**config.mk**
```make
export PLATFORM = sky130hd
export DESIGN_NAME = cleb_step
export DESIGN_NICKNAME = d
export VERILOG_FILES = /design/src/hdl/cleb_pkg.sv /design/src/hdl/cleb_step.sv
export SDC_FILE = /design/constraint.sdc
export NUM_CORES = 1
export LEC_CHECK = 0
export BUFFER_PORTS_ARGS = -buffer_cell sky130_fd_sc_hd__buf_4
export CAP_MARGIN = 10
export CORE_AREA = 2 2 66 99
export DETAILED_ROUTE_END_ITERATION = 16
export DIE_AREA = 0 0 68 101
export PLACE_DENSITY_LB_ADDON = 0.05
export SYNTH_ARGS = -nofsm -noshare
export SYNTH_HDL_FRONTEND = slang
export SYNTH_SLANG_ARGS = --single-unit
```
**constraint.sdc**
```tcl
create_clock -name vclk -period 9.5
set_clock_uncertainty 0.1 [all_clocks]
set_input_delay 0.95 -clock vclk [all_inputs]
set_output_delay 0.95 -clock vclk [all_outputs]
set_load 0.02 [all_outputs]
```
**src/hdl/cleb_pkg.sv**
```systemverilog
package cleb_pkg;

    localparam int BUFFER_DEPTH = 1024;
    localparam int ADDR_W       = $clog2(BUFFER_DEPTH);
    localparam int CNT_W        = ADDR_W + 1;
    localparam int IDX_W        = 10;
    localparam int OUT_CNT_W    = 11;
    // wide enough for both a count and a read index
    localparam int CMP_W        = (CNT_W > IDX_W) ? CNT_W : IDX_W;

    localparam logic [7:0] KEY_LEFT      = 8'h3C;
    localparam logic [7:0] KEY_RIGHT     = 8'h3E;
    localparam logic [7:0] KEY_BACKSPACE = 8'h2D;

    typedef enum logic [1:0] {
        OP_KEY   = 2'd0,
        OP_READ  = 2'd1,
        OP_CLEAR = 2'd2
    } op_t;

    typedef enum logic {
        ST_IDLE,
        ST_FINISH
    } state_t;

    typedef struct packed {
        logic [1:0]       operation;
        logic [7:0]       key_code;
        logic [IDX_W-1:0] read_index;
    } in_t;

    typedef struct packed {
        logic [OUT_CNT_W-1:0] text_length;
        logic [OUT_CNT_W-1:0] cursor_pos;
        logic [7:0]           read_char;
        logic                 read_valid;
        logic                 dropped;
    } out_t;

    typedef struct packed {
        logic [CNT_W-1:0]  before_next;
        logic [CNT_W-1:0]  after_next;
        logic              wr_before_en;
        logic [ADDR_W-1:0] wr_before_addr;
        logic              wr_after_en;
        logic [ADDR_W-1:0] wr_after_addr;
        logic [7:0]        wr_data;
        out_t              result;
    } step_t;

    // Count to output field width: zero-extend or keep the low bits.
    function automatic logic [OUT_CNT_W-1:0] to_out_cnt(input logic [CNT_W-1:0] c);
        logic [OUT_CNT_W+CNT_W-1:0] tmp;
        tmp = {{OUT_CNT_W{1'b0}}, c};
        return tmp[OUT_CNT_W-1:0];
    endfunction

    function automatic logic [CMP_W-1:0] cnt_ext(input logic [CNT_W-1:0] c);
        logic [CMP_W+CNT_W-1:0] tmp;
        tmp = {{CMP_W{1'b0}}, c};
        return tmp[CMP_W-1:0];
    endfunction

    function automatic logic [CMP_W-1:0] idx_ext(input logic [IDX_W-1:0] i);
        logic [CMP_W+IDX_W-1:0] tmp;
        tmp = {{CMP_W{1'b0}}, i};
        return tmp[CMP_W-1:0];
    endfunction

endpackage

```
**src/hdl/cleb_step.sv**
```systemverilog
module cleb_step (
    input  cleb_pkg::in_t                  req,
    input  logic [cleb_pkg::CNT_W-1:0]     before_count,
    input  logic [cleb_pkg::CNT_W-1:0]     after_count,
    input  logic                           read_from_after,
    input  logic [7:0]                     rd_before,
    input  logic [7:0]                     rd_after,
    output cleb_pkg::step_t                step
);

    logic [cleb_pkg::CNT_W-1:0] total;
    logic [cleb_pkg::CNT_W-1:0] total_next;

    assign total = before_count + after_count;

    always_comb begin
        step                = '0;
        step.before_next    = before_count;
        step.after_next     = after_count;
        step.wr_before_addr = before_count[cleb_pkg::ADDR_W-1:0];
        step.wr_after_addr  = after_count[cleb_pkg::ADDR_W-1:0];
        unique case (req.operation)
            cleb_pkg::OP_KEY: begin
                priority if (req.key_code == cleb_pkg::KEY_LEFT) begin
                    if (before_count != '0) begin
                        step.before_next = before_count - 1'b1;
                        step.after_next  = after_count + 1'b1;
                        step.wr_after_en = 1'b1;
                        step.wr_data     = rd_before;
                    end
                end else if (req.key_code == cleb_pkg::KEY_RIGHT) begin
                    if (after_count != '0) begin
                        step.after_next   = after_count - 1'b1;
                        step.before_next  = before_count + 1'b1;
                        step.wr_before_en = 1'b1;
                        step.wr_data      = rd_after;
                    end
                end else if (req.key_code == cleb_pkg::KEY_BACKSPACE) begin
                    if (before_count != '0) begin
                        step.before_next = before_count - 1'b1;
                    end
                end else begin
                    if (total < cleb_pkg::CNT_W'(cleb_pkg::BUFFER_DEPTH)) begin
                        step.before_next  = before_count + 1'b1;
                        step.wr_before_en = 1'b1;
                        step.wr_data      = req.key_code;
                    end else begin
                        step.result.dropped = 1'b1;
                    end
                end
            end
            cleb_pkg::OP_READ: begin
                if (cleb_pkg::idx_ext(req.read_index) < cleb_pkg::cnt_ext(total)) begin
                    step.result.read_valid = 1'b1;
                    step.result.read_char  = read_from_after ? rd_after : rd_before;
                end
            end
            cleb_pkg::OP_CLEAR: begin
                step.before_next = '0;
                step.after_next  = '0;
            end
            default: begin
            end
        endcase
        total_next              = step.before_next + step.after_next;
        step.result.text_length = cleb_pkg::to_out_cnt(total_next);
        step.result.cursor_pos  = cleb_pkg::to_out_cnt(step.before_next);
    end

endmodule

```
* Word level (Yosys, flattened, before mapping)
Cells that the tools add are included.
** Cells by class
- $add $sub $neg :: 6
- Magnitude comparators :: 2
- Equality and inequality tests :: 5
- Mux-type cells :: 32
- Reduce and logical (&&, ||, !) cells :: 3
** Operators by type and width (number)
- 2-to-1 mux 8 bit :: 8
- 2-to-1 mux 11 bit :: 5
- 2-to-1 mux 22 bit :: 2
- case mux 22 bit (2 select lines) :: 1
- equality test 8 x 6 -> 1 bit (second input constant) :: 3
- 2-to-1 mux 23 bit :: 1
- adder 11 x 1 -> 11 bit (second input constant) :: 2
- adder 11 bit :: 2
- nonzero test 11 bit :: 2
- subtractor 11 x 1 -> 11 bit (second input constant) :: 2
- 2-to-1 mux 9 bit :: 2
- 2-to-1 mux 1 bit :: 13
- < comparator 10 x 11 -> 1 bit :: 1
- < comparator 11 bit (second input constant) :: 1
- equality test 2 x 1 -> 1 bit (second input constant) :: 1
- equality test 2 bit (second input constant) :: 1
- zero test 2 bit :: 1
** Storage, ports and cells
- Register bits :: 0
- Input port bits :: 59
- Output and inout port bits :: 84
- Word-level logic and storage cells :: 48

* Logic depth before layout (Yosys ltp)
Gate-level depths: netlist of run 1.
- Word-level depth :: 8
- Depth in mapped cells :: 22
- Gate-level depth less buffers :: 22

* Least setup slack after synthesis of run 1
OpenSTA, ideal clock, no wires.
- Path type :: input to output
- Start point :: input before_count[0] in the netlist's numbering
- End point :: output step[31] in the netlist's numbering
- Data arrival time :: 5.394 ns
- Data required time :: 8.450 ns
- Slack :: 3.056 ns
- Cell stages on the path :: 22
- Path buffers :: 0
- Cell sequence :: ha_1 inv_1 fa_1 nor2b_1 o2111ai_1 a31oi_1 a221o_1 xor2_1 a21oi_1 o2111ai_1 a31oi_1 ha_1 inv_1 fa_1 nor2b_1 o21ai_0 a21oi_1 or4_1 o21ai_0 o21ai_0 xnor2_1 xnor2_1
** RTL lines
- start: declaration :: line cleb_step.sv:3 : input logic [cleb_pkg::CNT_W-1:0] before_count,
- end: declaration :: line cleb_step.sv:8 : output cleb_pkg::step_t step

==> flow_metrics.env, run 1 <==
export IMPL_cp_start_kind="input port"
export IMPL_crit_path_end_kind="output port"
export IMPL_cts_resized=0
export IMPL_synth_cell_area_um2=3210
export IMPL_remaining_drc_errors=0
export IMPL_grt_pass1_wl_um=18600
export IMPL_grt_pass1_vias=3750
export IMPL_grt_ovfl_total=0
export IMPL_period_needed_ns=7.20
export IMPL_met3_usage_pct=3.13
export IMPL_worst_path_most_repeated_cell="o21ai_0"
export IMPL_synth_top_cell_by_area="ha_1"
export IMPL_synthCells=481
export IMPL_final_antenna_net_count=0
export IMPL_synth_commonest_cells="nor2_1, nand2_1, o21ai_0, a21oi_1, ha_1"
export IMPL_drv_slew=0
export IMPL_status="finished, final reports clean"
export IMPL_cts_hold_fix_buffers=0
export IMPL_yosysSeqAreaShare_pct=0
export IMPL_hold_viol_final=0
export IMPL_synth_area_leaders="ha_1, buf_4, o21ai_0, a21oi_1, nor2_1"
export IMPL_holdCritStartpoint="after_count[5]"
export IMPL_cpMaxStageDelayCell="a21oi_1"
export IMPL_p_comb_share_pct=100.0
export IMPL_hold_path_depth=2
export IMPL_p_leak_uw=0.00186
export IMPL_ys_types=73
export IMPL_synth_simple_area_share_pct=31.1
export IMPL_use_met1_pct=39.4
export IMPL_synth_xor_area_share_pct=6.56
export IMPL_seq_power_share_pct=0
export IMPL_synth_nets=575
export IMPL_cp_required_ns=8.45
export IMPL_synthMuxAreaShare_pct=4.06
export IMPL_place_gp_congestion=0.993
export IMPL_grtUsageTotal_pct=35.1
export IMPL_avgViaCountPerCell=6.43
export IMPL_finalSetupTns_ns=0
export IMPL_vias=4156
export IMPL_p_sw_uw=164
export IMPL_postSynthAreaPerCell_um2=6.66
export IMPL_pwr_density_cell_nw_per_um2=70.0
export IMPL_cts_setup_buffers=0
export IMPL_grt_max_degree=32
export IMPL_grt_use_met2_pct=62.1
export IMPL_seq_cell_count=0
export IMPL_areaGrowthSynthToFinish_pct=25.8
export IMPL_antenna_found_initial=0
export IMPL_wl_per_cell_um=19.1
export IMPL_synth_top_area_share_pct=12.9
export IMPL_ios=143
export IMPL_die_h_um=101
export IMPL_vdd_drop_max_uv=58.2
export IMPL_critPathArrivalTime_ns=6.15
export IMPL_dp_hpwl_um=10100
export IMPL_wl_um=12400
export IMPL_period_share_pct=75.8
export IMPL_cp_max_fo=9
export IMPL_min_to="step[45]"
export IMPL_yosys_area_share_adder_pct=14.1
export IMPL_internal_power_uw=119
export IMPL_rsz0062_at_grt="no"
export IMPL_port_buffers=143
export IMPL_synth_most_common_cell="nor2_1"
export IMPL_tightest_slew_ns=1.07
export IMPL_firstDrtPassIters=5
export IMPL_start_util_pct=53.0
export IMPL_slowest_delay_ns=0.50
export IMPL_fmax_mhz=139
export IMPL_grt_busiest_layer="met2"
export IMPL_final_nets=668
export IMPL_rows=35
export IMPL_setup_viol=0
export IMPL_drive_gt1_share_pct=28.7
export IMPL_n_antenna_cell=0
export IMPL_worst_setup_path_type="in -> out"
export IMPL_power_frac_clock_pct=0
export IMPL_p_sw_share_pct=57.9
export IMPL_max_cap_violations=0
export IMPL_nClkBuffers=0
export IMPL_ys_warn_count=0
export IMPL_synth_top_family_by_area="compound AO/OA/AOI/OAI gates"
export IMPL_design_core_area_um2=6040
export IMPL_regArea_um2=0
export IMPL_slew_headroom_pct=28.6
export IMPL_drtIter0Drc=313
export IMPL_synth_compound_area_share_pct=31.4
export IMPL_min_path_type="in -> out"
export IMPL_die_x_um=68
export IMPL_fillCellCount=580
export IMPL_die_area_um2=6870
export IMPL_total_power_uw=282
export IMPL_path_cells="buf_4 -> ha_1 -> inv_1 -> fa_1 -> nor2b_1 -> o2111ai_1 -> a31oi_1 -> a221o_1 -> xor2_1 -> a21oi_1 -> o2111ai_1 -> a31oi_1 -> ha_1 -> inv_1 -> fa_1 -> nor2b_1 -> o21ai_0 -> a21oi_1 -> or4_1 -> o21ai_0 -> o21ai_0 -> xnor2_1 -> xnor2_1 -> buf_4"
==> worst max-delay path by stage <==
stage	start	endpoint	slack, ns	depth (start not counted)
4_1_cts	before_count[0]	step[31]	2.38	24
2_1_floorplan	before_count[0]	step[31]	3.06	22
3_3_place_gp	before_count[0]	step[31]	2.56	24
5_1_grt	before_count[0]	step[31]	1.95	24
3_5_place_dp	before_count[0]	step[31]	2.38	24
6_report	before_count[0]	step[31]	2.30	24
==> power by group through the flow <==
| stage | Clock (uW) | Combinational [uW] | Sequential [uW] |
|---|---|---|---|
| 5_1_grt | 0 | 305 | 0 |
| 6_report | 0 | 282 | 0 |
| 2_1_floorplan | 0 | 179 | 0 |
| 4_1_cts | 0 | 281 | 0 |
| 3_3_place_gp | 0 | 276 | 0 |
| 3_5_place_dp | 0 | 280 | 0 |
==> layer usage <==
metal | vias up | share of wire [%] | wire length, um
li1 | 1950 | - | -
met1 | 1936 | 35 | 4310
met2 | 214 | 52 | 6380
met3 | 56 | 7.4 | 913
met4 | 0 | 6.1 | 752
met5 | - | 0 | 0
==> through the flow <==
step | util [%] | setup slack [ns] | hold slack [ns] | area (um2) | std cells
2_1_floorplan | - | 3.06 | 1.91 | 3210 | 481
3_3_place_gp | 66.7 | 2.56 | 2.06 | 4030 | 646
3_5_place_dp | 66.7 | 2.38 | 2.06 | 4030 | 646
4_1_cts | 66.7 | 2.38 | 2.07 | 4030 | 646
5_1_grt | 66.7 | 1.95 | 2.08 | 4030 | 646
6_report | 66.7 | 2.30 | 2.07 | 4030 | 646
==> cell families after synthesis <==
kind of cell               count (synthesis)
AOI/OAI and AO/OA                        153
xor gates and xnor gates                  24
adders and majority gates                 35
buffers and inverters                     70
muxes                                     13
and+or+nand+nor                          186
==> cell type report <==
class / count / area [um2] / area share, %
timing repair buffer: 144 / 1080 / 26.8
tap: 74 / 92.6 / 2.30
multi-input combinational: 411 / 2800 / 69.3
inverter: 17 / 63.8 / 1.58
==> placed cells by master (no fill, tap or decap), types with 6 or more instances in the layout <==
master    count
nor2_1       48
xor2_1        7
a22oi_1       8
o31ai_1      11
xnor2_1      17
a21oi_1      37
a31oi_1       6
ha_1         33
nand3_1      12
nand2_1      41
or3_1         6
nor3_1       14
mux2i_1      13
nand2b_1      8
o21ai_0      39
buf_4       144
inv_1        17
nor2b_1       6
a21o_1        7
nand4_1       9
==> critical path: cells and delay by family <==
kind | cells | cell delay, ns
simple gates | 3 | 0.46
compound gates | 10 | 2.53
xor+xnor | 3 | 0.59
fa+ha+maj | 4 | 1.21
buf+inv | 4 | 0.41
No activity file was read; power rests on OpenSTA's default activity.
==> run 2: changes to the inputs <==
--- a/config.mk
+++ b/config.mk
@@ -7,9 +7,9 @@
 export LEC_CHECK = 0
 export BUFFER_PORTS_ARGS = -buffer_cell sky130_fd_sc_hd__buf_4
 export CAP_MARGIN = 10
-export CORE_AREA = 2 2 66 99
+export CORE_AREA = 2 2 72 108
 export DETAILED_ROUTE_END_ITERATION = 16
-export DIE_AREA = 0 0 68 101
+export DIE_AREA = 0 0 74 110
 export PLACE_DENSITY_LB_ADDON = 0.05
 export SYNTH_ARGS = -nofsm -noshare
 export SYNTH_HDL_FRONTEND = slang
==> constraint.sdc (replaced) <==
create_clock -name vclk -period 6
set_clock_uncertainty 0.1 [all_clocks]
set_input_delay 0.6 -clock vclk [all_inputs]
set_output_delay 0.6 -clock vclk [all_outputs]
set_load 0.02 [all_outputs]
==> run 2 against run 1 <==
Effect of this change: clock-buffer cell count unchanged; critical path depth down 2; via count up 2.2%; combinational power up 72%; die area up 19%; final cell count up 8.7%; flip-flop and latch count unchanged; worst setup slack worse by 2.0 ns; global-route usage down 3.9 points; worst hold slack worse by 0.70 ns; sequential share of layout area unchanged; core utilization down 6.0 points; critical path type unchanged; largest power group unchanged.
==> flow_metrics.env, run 2 (synthesis results as in run 1) <==
export IMPL_critPathArrivalTime_ns=5.02
export IMPL_final_antenna_net_count=0
export IMPL_fmax_mhz=175
export IMPL_cp_required_ns=5.30
export IMPL_die_h_um=110
export IMPL_top_layer="met4"
export IMPL_period_needed_ns=5.72
export IMPL_hold_worst_slack_ns=1.37
export IMPL_vias=4249
export IMPL_mostFrequentLayoutCells="buf_4, nor2_1, nand2_1"
export IMPL_ios=143
export IMPL_rows=38
export IMPL_grt_pass1_vias=3902
export IMPL_grtUsageTotal_pct=31.2
export IMPL_antenna_found_initial=0
export IMPL_p_leak_uw=0.00203
export IMPL_status="finished, final reports clean"
export IMPL_areaGrowthSynthToFinish_pct=36.0
export IMPL_nClkBuffers=0
export IMPL_hold_viol_final=0
export IMPL_die_area_um2=8140
export IMPL_min_path_type="in -> out"
export IMPL_worst_setup_path_type="in -> out"
export IMPL_dp_hpwl_um=10900
export IMPL_n_antenna_cell=0
export IMPL_dpl_instance_area_um2=4280
export IMPL_wl_met2_um=6870
export IMPL_grt_pass1_wl_um=19800
export IMPL_cp_max_fo=4
export IMPL_port_buffers=143
export IMPL_cp_start_kind="input port"
export IMPL_hold_path_depth=2
export IMPL_start_util_pct=44.6
export IMPL_period_share_pct=95.3
export IMPL_wl_um=13300
export IMPL_crit_path_end_kind="output port"
export IMPL_final_common_cell="buf_4"
export IMPL_cts_hold_fix_buffers=0
export IMPL_avgViaCountPerCell=6.05
export IMPL_fin_area_um2=4360
export IMPL_drv_slew=0
export IMPL_design_core_area_um2=7180
export IMPL_grt_ovfl_total=0
export IMPL_wl_met3_um=965
export IMPL_vdd_drop_max_uv=70.1
export IMPL_firstDrtPassIters=5
export IMPL_remaining_drc_errors=0
export IMPL_tightest_slew_ns=0.827
export IMPL_met1_length_um=4640
export IMPL_regArea_um2=0
export IMPL_max_cap_violations=0
export IMPL_die_x_um=74
export IMPL_drive_gt1_share_pct=33.7
export IMPL_setup_viol=0
export IMPL_place_gp_congestion=0.915
export IMPL_final_nets=698
export IMPL_seq_cell_count=0
export IMPL_drtIter0Drc=308
export IMPL_pwr_density_cell_nw_per_um2=111
export IMPL_grt_max_degree=32
export IMPL_wl_per_cell_um=18.9
export IMPL_slew_headroom_pct=44.7
-- run 2: changes by cell type in the layout (fill, tap and decap cells not counted), sizes merged --
cell	previous run	this run
buf	144	174
-- run 2: power breakdown --
group | switching [uW] | internal [uW]
Sequential | 0 | 0
Combinational | 272 | 212
Clock | 0 | 0
Total | 272 | 212
-- run 2: per-stage QoR --
stage                     utilization [%]  power (uW)  TNS (ns)  std cells  setup slack [ns]
after CTS                            59.7         470         0        701            0.0476
after floorplan                         -         284         0        481             0.256
final                                60.7         484         0        702             0.281
after global routing                 60.7         522   -0.0167        702           -0.0167
after detailed placement             59.7         468         0        701            0.0481
after global placement               59.7         464         0        701             0.172
-- run 2: layout make-up --
type | count | area (um2)
fillers | 719 | 2820
multi-input cells | 411 | 2860
repair buffers | 174 | 1310
well taps | 100 | 125
inverters | 17 | 63.8
-- run 2: path summary, 6_finish.rpt --
path	endpoint	from	slack, ns
min	step[52]	before_count[1]	1.37
max	step[31]	after_count[0]	0.28
-- run 2: per-layer routing --
metal | vias to the layer above | global-route usage, %
li1 | 2019 | -
met4 | 0 | 16.4
met1 | 1947 | 34.4
met2 | 234 | 57.8
met5 | - | 0
met3 | 49 | 2.45
-- run 2: worst max-delay path: stages --
cell       delay, ns
buf_4           0.10
ha_1            0.15
inv_1           0.05
fa_1            0.40
nor2b_2         0.14
o2111ai_1       0.16
a31oi_1         0.27
a221o_2         0.32
xor2_4          0.26
buf_4           0.17
mux2i_1         0.17
a221oi_1        0.10
a221o_1         0.34
ha_1            0.37
o21ai_0         0.18
a21oi_1         0.09
or4_1           0.43
o21ai_2         0.09
o21ai_1         0.10
xnor2_1         0.20
xnor2_1         0.14
buf_4           0.16
-- run 2: repair_timing --
action | CTS | global route
gates resized for setup | 0 | 16
setup buffers | 0 | 1
endpoints found under the setup margin | 0 | 3
==> run 3: changes to the inputs <==
--- a/config.mk
+++ b/config.mk
@@ -7,9 +7,9 @@
 export LEC_CHECK = 0
 export BUFFER_PORTS_ARGS = -buffer_cell sky130_fd_sc_hd__buf_4
 export CAP_MARGIN = 10
-export CORE_AREA = 2 2 72 108
+export CORE_AREA = 2 2 103 75
 export DETAILED_ROUTE_END_ITERATION = 16
-export DIE_AREA = 0 0 74 110
+export DIE_AREA = 0 0 105 77
 export PLACE_DENSITY_LB_ADDON = 0.05
 export SYNTH_ARGS = -nofsm -noshare
 export SYNTH_HDL_FRONTEND = slang
==> run 3 against run 2 <==
Effect of this change: clock-buffer cell count is the same; global-route usage shrank 0.93 points; first-iteration DRC count grew 37%; maximum frequency is essentially flat; non-clock buffer count shrank 4; core utilization is essentially flat; routed wire length shrank 2.6%; flip-flop and latch count is the same; worst setup slack lost 0.0023 ns; die area shrank 0.68%; cell area shrank 1.2%; final cell count shrank 0.85%; critical path type unchanged; largest power group unchanged.
==> flow_metrics.env, run 3 (synthesis results as in run 1) <==
export IMPL_p_leak_uw=0.00200
export IMPL_final_cells=696
export IMPL_cpMaxStageDelayCell="fa_1"
export IMPL_drtIter0Drc=421
export IMPL_pwr_density_cell_nw_per_um2=110
export IMPL_avgViaCountPerCell=6.11
export IMPL_drive_gt1_share_pct=33.6
export IMPL_start_util_pct=45.2
export IMPL_rows=26
export IMPL_vias=4253
export IMPL_wl_per_cell_um=18.5
export IMPL_fmax_mhz=175
export IMPL_final_common_cell="buf_4"
export IMPL_regArea_um2=0
export IMPL_setup_viol=0
export IMPL_wl_um=12900
export IMPL_critPathArrivalTime_ns=5.02
export IMPL_period_needed_ns=5.72
export IMPL_firstDrtPassIters=6
export IMPL_crit_start="before_count[0]"
export IMPL_ios=143
export IMPL_die_x_um=105
export IMPL_grt_ovfl_total=0
export IMPL_antenna_found_initial=0
export IMPL_slowest_delay_ns=0.40
export IMPL_nClkBuffers=0
export IMPL_remaining_drc_errors=0
export IMPL_cp_start_kind="input port"
export IMPL_cts_hold_fix_buffers=0
export IMPL_grt_pass1_wl_um=20100
export IMPL_grtUsageTotal_pct=30.3
export IMPL_die_h_um=77
export IMPL_seq_cell_count=0
export IMPL_place_gp_congestion=0.980
export IMPL_tightest_slew_ns=0.835
export IMPL_vdd_drop_max_uv=61.6
export IMPL_setup_slack_ns=0.279
export IMPL_critPathBufInv=4
export IMPL_cp_top_family="compound AO/OA/AOI/OAI gates"
export IMPL_holdCritStartpoint="before_count[1]"
export IMPL_cp_required_ns=5.30
export IMPL_final_antenna_net_count=0
export IMPL_path_cells="buf_4 -> ha_1 -> inv_1 -> fa_1 -> nor2b_1 -> o2111ai_2 -> a31oi_2 -> a221o_1 -> xnor2_1 -> buf_4 -> a221oi_1 -> o21ai_1 -> o31ai_2 -> ha_1 -> a21o_1 -> a21oi_2 -> o21bai_1 -> a21oi_1 -> o21ai_0 -> a21o_1 -> a21oi_1 -> xnor2_1 -> buf_4"
export IMPL_slew_headroom_pct=43.7
export IMPL_worst_path_most_repeated_cell="buf_4"
export IMPL_worst_setup_path_type="in -> out"
export IMPL_mostFrequentLayoutCells="buf_4, nor2_1, nand2_1"
export IMPL_dp_hpwl_um=10500
export IMPL_status="finished, final reports clean"
export IMPL_cp_max_fo=9
export IMPL_numPlacedInstances=695
export IMPL_hold_viol_final=0
export IMPL_max_cap_violations=0
export IMPL_final_nets=694
export IMPL_n_antenna_cell=0
export IMPL_dp_slack_ns=0.0388
export IMPL_die_area_um2=8090
export IMPL_grt_pass1_vias=3865
export IMPL_period_share_pct=95.3
export IMPL_design_core_area_um2=7090
export IMPL_grt_max_degree=32
export IMPL_drv_slew=0
export IMPL_utilization_pct=60.7
export IMPL_port_buffers=143
export IMPL_crit_path_end_kind="output port"
export IMPL_min_path_type="in -> out"
export IMPL_total_power_uw=472
export IMPL_areaGrowthSynthToFinish_pct=34.3
-- run 3: what timing repair did --
action                                  4_1_cts  5_1_grt
endpoints found under the setup margin        0        4
hold endpoints to repair                      0        0
resized for setup                             0       15
setup buffers                                 0        1
-- run 3: worst paths after layout --
path  slack, ns  depth (start not counted)        to
max        0.28                         23  step[30]
min        1.38                          2  step[52]
-- run 3: cell type report --
class,instances,area (um2)
Inverter,17,63.8
Fill cell,704,2790
Tap cell,98,123
Timing Repair Buffer,170,1280
Multi-Input combinational cell,411,2840
-- run 3: stage by stage --
stage               instance area, um2  hold WS [ns]  setup TNS (ns)
floorplan                         3210          1.21               0
global placement                  4250          1.36               0
detailed placement                4250          1.38               0
CTS                               4250          1.38               0
global route                      4310          1.39        -0.00783
finish                            4310          1.38               0
-- run 3: power breakdown --
group          internal [uW]  switching [uW]
clock network              0               0
registers                  0               0
logic                    207             264
-- run 3: layer usage --
metal / GRT usage [%] / wire length (um) / up-vias
li1: - / - / 2010
met1: 44.3 / 5790 / 1989
met2: 48.7 / 5680 / 232
met3: 2.72 / 1220 / 22
met4: 4.80 / 216 / 0
met5: 0 / 0 / -
